File: config.mk
export PLATFORM = sky130hd
export DESIGN_NAME = dns_response_parser_unit
export DESIGN_NICKNAME = d
export VERILOG_FILES = /design/src/rtl/dnsrp_pkg.sv /design/src/rtl/dns_response_parser_unit.sv
export SDC_FILE = /design/constraint.sdc
export NUM_CORES = 2
export LEC_CHECK = 0
export ABC_AREA = 1
export BUFFER_PORTS_ARGS = -buffer_cell sky130_fd_sc_hd__buf_4
export CAP_MARGIN = 20
export CORE_ASPECT_RATIO = 2
export CORE_MARGIN = 4
export CORE_UTILIZATION = 35
export CTS_CLUSTER_DIAMETER = 40
export DETAILED_ROUTE_END_ITERATION = 8
export GPL_TIMING_DRIVEN = 0
export PLACE_DENSITY = 0.6
export SLEW_MARGIN = 20
export SYNTH_ARGS = -nofsm -noshare
export SYNTH_HDL_FRONTEND = slang
export SYNTH_SLANG_ARGS = --single-unit
export TNS_END_PERCENT = 1
File: constraint.sdc
create_clock -name clock -period 20.3 [get_ports clock]
set_clock_uncertainty 0.15 [all_clocks]
set_input_delay 0 -clock clock [delete_from_list [all_inputs] [get_ports clock]]
set_output_delay 0 -clock clock [all_outputs]
set_load 0.01 [all_outputs]
File: src/rtl/dnsrp_pkg.sv
`timescale 1ns / 1ps
`default_nettype none
// ----------------------------------------------------------------------------
// DNS response parser package
// Result kinds, header and record constants, and the result payload type.
// ----------------------------------------------------------------------------
package dnsrp_pkg;

   localparam logic [1:0] KIND_HEADER  = 2'd0;
   localparam logic [1:0] KIND_RCODE   = 2'd1;
   localparam logic [1:0] KIND_ADDRESS = 2'd2;
   localparam logic [1:0] KIND_BADTYPE = 2'd3;

   localparam logic [15:0] RCODE_MASK   = 16'h000F;
   localparam logic [7:0]  POINTER_MASK = 8'hC0;

   localparam logic [15:0] TYPE_A    = 16'd1;
   localparam logic [15:0] TYPE_AAAA = 16'd28;

   // byte_in_field values that close header fields
   localparam logic [4:0] HDR_FLAGS_DONE = 5'd3;
   localparam logic [4:0] HDR_LAST_BYTE  = 5'd11;

   // fixed field lengths in bytes
   localparam logic [4:0] LEN_WORD  = 5'd2;
   localparam logic [4:0] LEN_QTAIL = 5'd4;
   localparam logic [4:0] LEN_TTL   = 5'd4;
   localparam logic [4:0] LEN_IPV4  = 5'd4;
   localparam logic [4:0] LEN_IPV6  = 5'd16;

   typedef struct packed {
      logic [1:0]  kind;
      logic [15:0] msg_id;
      logic [15:0] flags_word;
      logic [15:0] question_count;
      logic [15:0] answer_count;
      logic [15:0] record_type;
      logic [15:0] record_class;
      logic [31:0] time_to_live;
      logic [15:0] data_length;
      logic [63:0] address_high;
      logic [63:0] address_low;
      logic        last;
   } rsp_payload_type;

endpackage
`default_nettype wire

File: src/rtl/dns_response_parser_unit.sv
`timescale 1ns / 1ps
`default_nettype none
// Output: a result is registered in the output register, or in the skid entry while rsp_stall
//   holds the output, on the transfer of the byte that completes it.
// Throughput: one byte per cycle while req_stall is low; an output register plus one skid
//   entry means req_stall rises only while two results are held back by rsp_stall.
// Reset: synchronous; parser goes idle and ignores bytes until a start-of-message byte.
// ----------------------------------------------------------------------------
// DNS response parser unit
// Byte-wide parse of a DNS response: header, question skip, A/AAAA answers, RCODE and bad-type errors.
// ----------------------------------------------------------------------------
module dns_response_parser_unit (
   input  wire logic        clock,
   input  wire logic        reset,
   input  wire logic        req_valid,
   output      logic        req_stall,
   input  wire logic [7:0]  req_data_byte,
   input  wire logic        req_start_of_message,
   output      logic        rsp_valid,
   input  wire logic        rsp_stall,
   output      logic [1:0]  rsp_kind,
   output      logic [15:0] rsp_msg_id,
   output      logic [15:0] rsp_flags_word,
   output      logic [15:0] rsp_question_count,
   output      logic [15:0] rsp_answer_count,
   output      logic [15:0] rsp_record_type,
   output      logic [15:0] rsp_record_class,
   output      logic [31:0] rsp_time_to_live,
   output      logic [15:0] rsp_data_length,
   output      logic [63:0] rsp_address_high,
   output      logic [63:0] rsp_address_low,
   output      logic        rsp_last
);

   typedef enum logic [3:0] {
      PH_IDLE, PH_HEADER, PH_QNAME, PH_QTAIL, PH_ANAME,
      PH_TYPE, PH_CLASS, PH_TTL, PH_LEN, PH_ADDR
   } phase_type;

   phase_type   phase_ff, phase_in;
   logic [4:0]  bif_ff, bif_in;
   logic [15:0] hdr_id_ff, hdr_id_in;
   logic [15:0] hdr_flags_ff, hdr_flags_in;
   logic [15:0] q_total_ff, q_total_in;
   logic [15:0] a_total_ff, a_total_in;
   logic [15:0] q_left_ff, q_left_in;
   logic [15:0] a_left_ff, a_left_in;
   logic [7:0]  lbl_left_ff, lbl_left_in;
   logic [15:0] cur_type_ff, cur_type_in;
   logic [15:0] cur_class_ff, cur_class_in;
   logic [31:0] cur_ttl_ff, cur_ttl_in;
   logic [15:0] cur_len_ff, cur_len_in;
   logic [63:0] addr_hi_ff, addr_hi_in;
   logic [63:0] addr_lo_ff, addr_lo_in;

   logic        out_valid_ff, skid_valid_ff;
   dnsrp_pkg::rsp_payload_type out_ff, skid_ff, result;

   logic        req_accept, out_free;
   logic        emit;
   logic [1:0]  emit_kind;
   logic        emit_last;
   logic [4:0]  bif_step, field_len;
   logic        field_done, name_end, is_record;
   logic [7:0]  d;

   assign d          = req_data_byte;
   assign req_stall  = skid_valid_ff;
   assign req_accept = req_valid && !skid_valid_ff;
   assign out_free   = !out_valid_ff || !rsp_stall;

   always_comb begin
      phase_in     = phase_ff;
      bif_in       = bif_ff;
      hdr_id_in    = hdr_id_ff;
      hdr_flags_in = hdr_flags_ff;
      q_total_in   = q_total_ff;
      a_total_in   = a_total_ff;
      q_left_in    = q_left_ff;
      a_left_in    = a_left_ff;
      lbl_left_in  = lbl_left_ff;
      cur_type_in  = cur_type_ff;
      cur_class_in = cur_class_ff;
      cur_ttl_in   = cur_ttl_ff;
      cur_len_in   = cur_len_ff;
      addr_hi_in   = addr_hi_ff;
      addr_lo_in   = addr_lo_ff;
      emit         = 1'b0;
      emit_kind    = dnsrp_pkg::KIND_HEADER;
      emit_last    = 1'b0;
      name_end     = 1'b0;
      field_done   = 1'b0;

      if (req_start_of_message) begin
         phase_in     = PH_HEADER;
         bif_in       = '0;
         hdr_id_in    = '0;
         hdr_flags_in = '0;
         q_total_in   = '0;
         a_total_in   = '0;
         q_left_in    = '0;
         a_left_in    = '0;
         lbl_left_in  = '0;
         cur_type_in  = '0;
         cur_class_in = '0;
         cur_ttl_in   = '0;
         cur_len_in   = '0;
         addr_hi_in   = '0;
         addr_lo_in   = '0;
      end

      bif_step = bif_in + 5'd1;

      // name skipping: pointer second byte, label body, zero terminator, new label or pointer first byte
      if (bif_in != 5'd0) begin
         name_end = 1'b1;
      end else if (lbl_left_in != 8'd0) begin
         name_end = 1'b0;
      end else if (d == 8'd0) begin
         name_end = 1'b1;
      end else begin
         name_end = 1'b0;
      end

      case (phase_in)
         PH_QTAIL:                     field_len = dnsrp_pkg::LEN_QTAIL;
         PH_TTL:                       field_len = dnsrp_pkg::LEN_TTL;
         PH_ADDR:                      field_len = (cur_type_in == dnsrp_pkg::TYPE_A) ?
                                                   dnsrp_pkg::LEN_IPV4 : dnsrp_pkg::LEN_IPV6;
         default:                      field_len = dnsrp_pkg::LEN_WORD;
      endcase
      field_done = (bif_step >= field_len);

      case (phase_in)
         PH_HEADER: begin
            case (bif_in[4:1])
               4'd0:    hdr_id_in    = {hdr_id_in[7:0], d};
               4'd1:    hdr_flags_in = {hdr_flags_in[7:0], d};
               4'd2:    q_total_in   = {q_total_in[7:0], d};
               4'd3:    a_total_in   = {a_total_in[7:0], d};
               default: ;
            endcase
            bif_in = bif_step;
            if (bif_step == dnsrp_pkg::HDR_FLAGS_DONE + 5'd1 &&
                (hdr_flags_in & dnsrp_pkg::RCODE_MASK) != 16'd0) begin
               phase_in  = PH_IDLE;
               bif_in    = '0;
               emit      = 1'b1;
               emit_kind = dnsrp_pkg::KIND_RCODE;
               emit_last = 1'b1;
            end else if (bif_step == dnsrp_pkg::HDR_LAST_BYTE + 5'd1) begin
               bif_in    = '0;
               q_left_in = q_total_in;
               a_left_in = a_total_in;
               if (a_total_in == 16'd0) begin
                  phase_in = PH_IDLE;
               end else if (q_total_in != 16'd0) begin
                  phase_in = PH_QNAME;
               end else begin
                  phase_in = PH_ANAME;
               end
               emit      = 1'b1;
               emit_kind = dnsrp_pkg::KIND_HEADER;
               emit_last = (a_total_in == 16'd0);
            end
         end
         PH_QNAME, PH_ANAME: begin
            if (bif_in != 5'd0) begin
               bif_in = '0;
            end else if (lbl_left_in != 8'd0) begin
               lbl_left_in = lbl_left_in - 8'd1;
            end else if (d == 8'd0) begin
               lbl_left_in = lbl_left_in;
            end else if ((d & dnsrp_pkg::POINTER_MASK) != 8'd0) begin
               bif_in = 5'd1;
            end else begin
               lbl_left_in = d;
            end
            if (name_end) begin
               if (phase_in == PH_QNAME) begin
                  phase_in = PH_QTAIL;
               end else begin
                  cur_type_in  = '0;
                  cur_class_in = '0;
                  cur_ttl_in   = '0;
                  cur_len_in   = '0;
                  addr_hi_in   = '0;
                  addr_lo_in   = '0;
                  phase_in     = PH_TYPE;
               end
            end
         end
         PH_QTAIL: begin
            bif_in = field_done ? 5'd0 : bif_step;
            if (field_done) begin
               q_left_in = q_left_in - 16'd1;
               phase_in  = (q_left_in == 16'd0) ? PH_ANAME : PH_QNAME;
            end
         end
         PH_TYPE: begin
            cur_type_in = {cur_type_in[7:0], d};
            bif_in      = field_done ? 5'd0 : bif_step;
            if (field_done) begin
               if (cur_type_in != dnsrp_pkg::TYPE_A && cur_type_in != dnsrp_pkg::TYPE_AAAA) begin
                  phase_in  = PH_IDLE;
                  emit      = 1'b1;
                  emit_kind = dnsrp_pkg::KIND_BADTYPE;
                  emit_last = 1'b1;
               end else begin
                  phase_in = PH_CLASS;
               end
            end
         end
         PH_CLASS: begin
            cur_class_in = {cur_class_in[7:0], d};
            bif_in       = field_done ? 5'd0 : bif_step;
            if (field_done) phase_in = PH_TTL;
         end
         PH_TTL: begin
            cur_ttl_in = {cur_ttl_in[23:0], d};
            bif_in     = field_done ? 5'd0 : bif_step;
            if (field_done) phase_in = PH_LEN;
         end
         PH_LEN: begin
            cur_len_in = {cur_len_in[7:0], d};
            bif_in     = field_done ? 5'd0 : bif_step;
            if (field_done) phase_in = PH_ADDR;
         end
         PH_ADDR: begin
            addr_hi_in = {addr_hi_in[55:0], addr_lo_in[63:56]};
            addr_lo_in = {addr_lo_in[55:0], d};
            bif_in     = field_done ? 5'd0 : bif_step;
            if (field_done) begin
               a_left_in = a_left_in - 16'd1;
               phase_in  = (a_left_in == 16'd0) ? PH_IDLE : PH_ANAME;
               emit      = 1'b1;
               emit_kind = dnsrp_pkg::KIND_ADDRESS;
               emit_last = (a_left_in == 16'd0);
            end
         end
         PH_IDLE: ;
         default: phase_in = PH_IDLE;
      endcase
   end

   assign is_record = (emit_kind == dnsrp_pkg::KIND_ADDRESS);

   always_comb begin
      result.kind           = emit_kind;
      result.msg_id         = hdr_id_in;
      result.flags_word     = hdr_flags_in;
      result.question_count = q_total_in;
      result.answer_count   = a_total_in;
      result.record_type    = (emit_kind == dnsrp_pkg::KIND_ADDRESS ||
                               emit_kind == dnsrp_pkg::KIND_BADTYPE) ? cur_type_in : 16'd0;
      result.record_class   = is_record ? cur_class_in : 16'd0;
      result.time_to_live   = is_record ? cur_ttl_in : 32'd0;
      result.data_length    = is_record ? cur_len_in : 16'd0;
      result.address_high   = is_record ? addr_hi_in : 64'd0;
      result.address_low    = is_record ? addr_lo_in : 64'd0;
      result.last           = emit_last;
   end

   always_ff @(posedge clock) begin
      if (reset) begin
         phase_ff      <= PH_IDLE;
         bif_ff        <= '0;
         hdr_id_ff     <= '0;
         hdr_flags_ff  <= '0;
         q_total_ff    <= '0;
         a_total_ff    <= '0;
         q_left_ff     <= '0;
         a_left_ff     <= '0;
         lbl_left_ff   <= '0;
         cur_type_ff   <= '0;
         cur_class_ff  <= '0;
         cur_ttl_ff    <= '0;
         cur_len_ff    <= '0;
         addr_hi_ff    <= '0;
         addr_lo_ff    <= '0;
         out_valid_ff  <= 1'b0;
         skid_valid_ff <= 1'b0;
      end else begin
         if (req_accept) begin
            phase_ff     <= phase_in;
            bif_ff       <= bif_in;
            hdr_id_ff    <= hdr_id_in;
            hdr_flags_ff <= hdr_flags_in;
            q_total_ff   <= q_total_in;
            a_total_ff   <= a_total_in;
            q_left_ff    <= q_left_in;
            a_left_ff    <= a_left_in;
            lbl_left_ff  <= lbl_left_in;
            cur_type_ff  <= cur_type_in;
            cur_class_ff <= cur_class_in;
            cur_ttl_ff   <= cur_ttl_in;
            cur_len_ff   <= cur_len_in;
            addr_hi_ff   <= addr_hi_in;
            addr_lo_ff   <= addr_lo_in;
         end
         // skid entry drains first; no transfer is taken while it is full
         if (out_free) begin
            if (skid_valid_ff) begin
               out_valid_ff  <= 1'b1;
               skid_valid_ff <= 1'b0;
            end else begin
               out_valid_ff <= req_accept && emit;
            end
            out_ff <= skid_valid_ff ? skid_ff : result;
         end else if (req_accept && emit) begin
            skid_valid_ff <= 1'b1;
            skid_ff       <= result;
         end
      end
   end

   assign rsp_valid          = out_valid_ff;
   assign rsp_kind           = out_ff.kind;
   assign rsp_msg_id         = out_ff.msg_id;
   assign rsp_flags_word     = out_ff.flags_word;
   assign rsp_question_count = out_ff.question_count;
   assign rsp_answer_count   = out_ff.answer_count;
   assign rsp_record_type    = out_ff.record_type;
   assign rsp_record_class   = out_ff.record_class;
   assign rsp_time_to_live   = out_ff.time_to_live;
   assign rsp_data_length    = out_ff.data_length;
   assign rsp_address_high   = out_ff.address_high;
   assign rsp_address_low    = out_ff.address_low;
   assign rsp_last           = out_ff.last;

   a_skid_needs_out: assert property (@(posedge clock) disable iff (reset)
      skid_valid_ff |-> out_valid_ff)
      else $error("skid entry held with empty output register");

   a_error_is_last: assert property (@(posedge clock) disable iff (reset)
      (req_accept && emit && (emit_kind == dnsrp_pkg::KIND_RCODE ||
                              emit_kind == dnsrp_pkg::KIND_BADTYPE)) |-> emit_last)
      else $error("error result not marked last");

   a_record_has_answer: assert property (@(posedge clock) disable iff (reset)
      (req_accept && emit && emit_kind == dnsrp_pkg::KIND_ADDRESS) |-> (a_left_ff != 16'd0))
      else $error("address result with no answers left");

   a_idle_field_clear: assert property (@(posedge clock) disable iff (reset)
      (phase_ff == PH_IDLE) |-> (bif_ff == 5'd0))
      else $error("byte counter not cleared while idle");

endmodule
`default_nettype wire
---- Word level (Yosys, flattened, before mapping) ----
Index checks and enable logic that the tools add are counted.
word-level totals
  bits in registers ....................... 873
  latch bits .............................. 0
  memory bits (writable) .................. 0
  bits in read-only memories .............. 0
  output and inout port bits .............. 277
  word-level logic and storage cells ...... 202
  memories kept ........................... 0
cells by class
  $add $sub $neg .......................... 4
  multiply operators ...................... 0
  div/mod/pow operators ................... 0
  $lt $le $gt $ge ......................... 1
  eq/ne operators ......................... 19
  shifts and indexed selects .............. 0
  multiplexer cells ....................... 109
  bitwise logic cells ..................... 2
  reductions and logical operators ........ 26
operators by type and width
  kind                                                                     number
  16-bit 2-to-1 mux                                                        35
  64-bit 2-to-1 mux                                                        8
  275-bit 2-to-1 mux                                                       1
  64-bit one-hot mux with 2 select lines                                   2
  16-bit one-hot mux with 2 select lines                                   5
  32-bit 2-to-1 mux                                                        4
  32-bit one-hot mux with 2 select lines                                   1
  16-bit zero test                                                         3
  8-bit 2-to-1 mux                                                         6
  5-bit 2-to-1 mux                                                         9
  4-bit 2-to-1 mux                                                         10
  4-bit one-hot mux with 9 select lines                                    1
  16-bit nonzero test                                                      2
  16-bit by 1-bit subtractor with 16-bit output (second input constant)    2
  3-bit 2-to-1 mux                                                         6
  16-bit by 1-bit equality test with 1-bit output (second input constant)  1
  4-bit by 2-bit equality test with 1-bit output (second input constant)   4
  4-bit by 3-bit equality test with 1-bit output (second input constant)   4
  16-bit by 1-bit != test with 1-bit output (second input constant)        1
  16-bit by 5-bit != test with 1-bit output (second input constant)        1
  8-bit nonzero test                                                       2
  5-bit one-hot mux with 3 select lines                                    1
  1-bit 2-to-1 mux                                                         13
  5-bit one-hot mux with 2 select lines                                    1
  other kinds (22)                                                         38

---- Logic depth before layout (Yosys ltp) ----
  depth in word-level cells ............... 12
  depth in mapped cells ................... 25

---- Least setup slack after synthesis ----
No wires, ideal clock.
  kind .................................... reg2reg
  from .................................... register phase_ff[0]
  to ...................................... register skid_ff[0] in the netlist's numbering (enable)
  arrival ................................. 14.220 ns
  slack ................................... 5.015 ns
  cell stages (with the launch flop) ...... 18
  path buffers ............................ 2
  period minus slack after synthesis ...... 15.285 ns
  cells stage by stage .................... dfxtp_1 > nor2_2 > inv_1 > nand2_1 > nor2_1 > inv_2 > clkbuf_1 > clkbuf_1 > or2_2 > ha_1 > nand2_1 > nand2_2 > nand2_1 > nand2_1 > inv_1 > nand2_1 > nand2_1 > nor2_1
between the ends
  longest elaborated chain between the ends .. 9
RTL lines
  element                                                                                                           RTL line                                                          RTL
  start, declared                                                                                                   dns_response_parser_unit.sv:40                                    phase_type phase_ff, phase_in;
  start signal, assigned                                                                                            dns_response_parser_unit.sv:285                                   phase_ff <= phase_in;
  4-bit 2-to-1 mux (*)                                                                                              dns_response_parser_unit.sv:94                                    if (req_start_of_message) begin
  4-bit by 3-bit equality test with 1-bit output or 4-bit by 2-bit equality test with 1-bit output (tied branches)  dns_response_parser_unit.sv:125                                   case (phase_in)
  2-bit OR reduction (no source line)                                                                               --
  5-bit one-hot mux with 2 select lines                                                                             dns_response_parser_unit.sv:125
  5-bit greater-or-equal comparator                                                                                 dns_response_parser_unit.sv:132                                   field_done = (bif_step >= field_len);
  1-bit 2-to-1 mux (on tied branches)                                                                               dns_response_parser_unit.sv:233, dns_response_parser_unit.sv:203
  1-bit one-hot mux with 3 select lines (*)                                                                         dns_response_parser_unit.sv:134                                   case (phase_in)
  1-bit logical AND (*)                                                                                             dns_response_parser_unit.sv:310                                   end else if (req_accept && emit) begin
  3-bit AND reduction (no source line) (*)                                                                          --
  end signal, assigned                                                                                              dns_response_parser_unit.sv:312                                   skid_ff <= result;
  end, declared                                                                                                     dns_response_parser_unit.sv:57                                    dnsrp_pkg::rsp_payload_type out_ff, skid_ff, result;
Every way passes the cells marked *; elsewhere a longest branch is shown, timed or not.
A chain may end at the register's enable or synchronous reset.

---- Worst setup path in the final report ----
  from .................................... input port req_start_of_message
  to ...................................... register skid_ff[126] in the netlist's numbering (enable)
between the ends
  longest elaborated chain between the ends .. 10
RTL lines
  element                                                                                    RTL line                         RTL
  start, declared                                                                            dns_response_parser_unit.sv:18   input wire logic req_start_of_message,
  parallel branches: the longest is 7 deep, another holds 5-bit greater-or-equal comparator  --
  1-bit one-hot mux with 3 select lines (*)                                                  dns_response_parser_unit.sv:134
  1-bit logical AND (*)                                                                      dns_response_parser_unit.sv:310
  3-bit AND reduction (no source line) (*)                                                   --
Every way passes the cells marked *. The select of a mux whose other input is x is not followed.

==> metrics.log <==
[metrics] vias in the first global route: 33,700
[metrics] count of flip-flops with a built-in enable after synthesis: 550
[metrics] fin crit period: 7.02 ns
[metrics] DR DRC count: 0
[metrics] CP startpoint kind: input pin
[metrics] Die Y-Extent: 497 um
[metrics] clk root buf: clkbuf_16
[metrics] number of setup buffers added after CTS: 0
[metrics] vias after detailed routing: 34,600
[metrics] count leader, synth: nand2_1
[metrics] post-synthesis instance area: 41,800 um2
[metrics] post-synthesis cell count: 4,886
[metrics] IO Port Bufs: 287
[metrics] critical path's top delay family: buffers and inverters
[metrics] Psw: 0.00114 W
[metrics] Die Footprint: 125,000 um2
[metrics] post-route standard cell area excluding fillers: 50,300 um2
[metrics] sequential element share of the synthesized area: 0.549
[metrics] detail-routed net length per standard cell: 20.1 um
[metrics] largest fanout on the critical path: 26
[metrics] number of nets in the layout: 5,336
[metrics] Sw Ratio: 0.265
[metrics] Yosys top cell by area: edfxtp_1
[metrics] Clock Path Buffers: 3
[metrics] fraction of final layout cells with drive strength greater than 1: 0.146
[metrics] synthesized net count: 4,910
[metrics] clock network fraction of total power: 0.461
[metrics] routability cong.: 0.966
[metrics] total wire length after detailed routing: 139,000 um
[metrics] minimum setup slack in the final design: 13.28 ns
[metrics] Final Hold Viols: 0
[metrics] clock sink count: 873
[metrics] CTS tree: built
[metrics] total internal power: 0.00316 W
[metrics] timing-limited maximum frequency: 142 MHz
[metrics] placed cell count: 6,736
[metrics] Yosys cell types: 51
[metrics] Area contributors post-synth: edfxtp_1 (39%), dfxtp_1 (15%), nand2_1 (9.7%), inv_1 (6.9%), o21ai_0 (6.3%)
[metrics] PostCTS Resize Cnt: 0
[metrics] most used cell, CP: nand2_1
[metrics] largest net degree at the start of global routing: 30
[metrics] final max-slew violation count: 0
[metrics] top cells by instance count after synthesis: nand2_1 (1,076), inv_1 (770), edfxtp_1 (550)
[metrics] Initial Util: 0.352
[metrics] Max-slew headroom: 0.191
[metrics] total buffers and inverters traversed by the critical path: 15
[metrics] fraction of synthesis flops using an asynchronous set or reset pin: 0
[metrics] die span in x: 252 um
[metrics] data arrival time of the critical path: 7.28 ns
[metrics] standard-cell rows: 179
[metrics] Setup Viol. Count Final: 0
[metrics] Crit path required time: 20.56 ns
[metrics] GRT Resource Usage Total: 0.216
[metrics] critical path type: input pin to flip-flop
[metrics] #FFs+latches synth: 873
[metrics] post-synthesis average cell area: 8.56 um2
[metrics] run status: finished clean
[metrics] H-tree levels: 3
[metrics] drt pass-1 iters: 6
[metrics] clock buffers created by TritonCTS: 103
[metrics] total negative slack for setup checks: 0 ns
[metrics] post-detailed-placement cell area: 46,500 um2
[metrics] count of fill cells added during filler insertion: 11,900
[metrics] post-detailed-route via-to-cell ratio: 4.98
[metrics] area growth from synthesis to final layout: 20.3%
[metrics] placeable core area: 119,000 um2
[metrics] unrepaired setup endpoints after global routing: no
[metrics] residual antenna-violating net count after detailed routing: 0
[metrics] post-detailed-placement half-perimeter wirelength: 105,000 um
[metrics] relative contribution of sequential cells to total power: 0.456
[metrics] reported max-cap violation count: 0
[metrics] Cell Count, Final, Fillers Out: 6,941
[metrics] I/O pin count: 290
[metrics] Period Utilization, post-route: 0.346
[metrics] clock latency at the later pin of the worst-skew pair: 0.74 ns
[metrics] wire length of the first global-routing pass: 206,000 um
[metrics] Iter 0 DRT Violations: 2,662
[metrics] Worst Setup End Kind: flip-flop
[metrics] combinational cell fraction of total power: 0.083
[metrics] antenna violations before repair: 2
[metrics] cell with the largest stage delay on the worst path: clkbuf_1
[metrics] Yosys Warn Count: 0
[metrics] worst slack, placed: 13.26 ns
[metrics] clock slew at reported path FFs: 0.07 ns
[metrics] worst-margin pin slew: 1.21 ns
[metrics] HP Class: input pin to flip-flop
[metrics] Pleak: 22.6 nW
[metrics] pwr/cell area: 85.3 nW/um2
[metrics] GR Overflow Total: 0
[metrics] area fraction of the dominant cell type after synthesis: 0.395
[metrics] Largest stage delay, worst path: 0.79 ns
[metrics] most used flip-flop cell after synthesis: edfxtp_1
[metrics] peak ir drop on the vdd network: 0.0000841 V
## sequential cells by signal (all words and copies together) (netlist names), 8 cells and up
| register | cells |
|---|---|
| lbl_left_ff | 8 |
| rsp_flags_word | 16 |
| rsp_question_count | 16 |
| addr_lo_ff | 64 |
| cur_len_ff | 16 |
| a_left_ff | 16 |
| q_left_ff | 16 |
| rsp_record_type | 16 |
| skid_ff | 275 |
| addr_hi_ff | 64 |
| rsp_address_high | 64 |
| a_total_ff | 16 |
| q_total_ff | 16 |
| rsp_data_length | 16 |
| rsp_time_to_live | 32 |
| rsp_msg_id | 16 |
| cur_class_ff | 16 |
| cur_ttl_ff | 32 |
| rsp_address_low | 64 |
| hdr_id_ff | 16 |
| rsp_answer_count | 16 |
| cur_type_ff | 16 |
| hdr_flags_ff | 16 |
| rsp_record_class | 16 |
## power groups by stage
| stage | combinational (W) | sequential (W) | clock, W |
|---|---|---|---|
| 2_1_floorplan | 0.000194 | 0.00201 | 0 |
| 3_3_place_gp | 0.000341 | 0.00201 | 0 |
| 3_5_place_dp | 0.000351 | 0.00200 | 0 |
| 4_1_cts | 0.000354 | 0.00196 | 0.00202 |
| 5_1_grt | 0.000392 | 0.00196 | 0.00209 |
| 6_report | 0.000357 | 0.00196 | 0.00198 |
## metal layers
layer,share of wire,track usage,vias up
met5,0,0,-
met2,0.52,0.396,1267
li1,-,-,16700
met3,0.053,0.0328,439
met1,0.36,0.227,16200
met4,0.075,0.140,0
## cells by family (layout without fill, tap and decap cells)
| logic type | count (synthesis) | after routing | share of synthesized area |
|---|---|---|---|
| buffers and inverters | 1083 | 1599 | 0.103 |
| AND/OR/NAND/NOR | 1860 | 1860 | 0.192 |
| flip-flops | 873 | 873 | 0.549 |
| adder cells (fa/ha/maj) | 11 | 11 | 0.00329 |
| AO/OA/AOI/OAI | 1052 | 1052 | 0.150 |
| XOR/XNOR | 7 | 7 | 0.00147 |
| other | 0 | 1 | 0 |
## worst min-delay path, stage by stage
cell and delay [ns]:
buf_4 0.13, nor3_1 0.07, nand3_1 0.12, inv_1 0.09, o31ai_1 0.20, a21oi_1 0.07, o221ai_1 0.17, inv_1 0.05
## per-stage QoR
step                      power, W  hold WS [ns]  utilization
after floorplan            0.00221       0.00735            -
after global placement     0.00235         0.168        0.386
after detailed placement   0.00235         0.168        0.391
after CTS                  0.00433        0.0158        0.423
after global routing       0.00445         0.104        0.423
final                      0.00429        0.0595        0.423
## area by class of cell
class                      count  area [um2]  share of cell area
antenna                        1        2.50           0.0000497
timing repair buffer         321        2850              0.0566
clock inverter                83        1010              0.0202
clock buffer                 112        2660              0.0530
inverter                     787        2960              0.0588
sequential                   873       23000               0.457
multi-input combinational   2930       14500               0.289
tap                         1538        1920              0.0383
buffer                       296        1360              0.0270
## cell usage in the layout (no fill, tap or decap), drive strengths merged, types with 8 or more instances in the layout
master and n:
buf 384, nand4 12, inv 815, o21ai 531, ha 11, a21oi 294
o31ai 12, a211oi 8, and2 193, bufinv 9, clkinv 37, dfxtp 323
clkinvlp 9, a31oi 24, o211ai 13, clkbuf 336, dlygate4sd3 9, o22ai 150
nand2 1082, edfxtp 550, nor2 424, nand3 129
## repair_timing
item,in CTS,in global routing
endpoints found under the setup margin,0,0
hold buffers,9,0
endpoints found under the hold margin,93,0
## final timing paths
kind                                                start                           to  slack (ns)  depth (start not counted)
worst max-delay path                 req_start_of_message       skid_ff[126]$_DFFE_PP_       13.28                         28
worst min-delay path                     req_data_byte[4]  lbl_left_ff[0]$_SDFFE_PP0P_        0.06                          8
worst max register to register   phase_ff[3]$_SDFFE_PP0P_       skid_ff[126]$_DFFE_PP_       13.37                         23
worst min register to register  q_left_ff[0]$_SDFFE_PP0P_    q_left_ff[0]$_SDFFE_PP0P_        0.33                          2
Power figures use the tool's default switching activity.
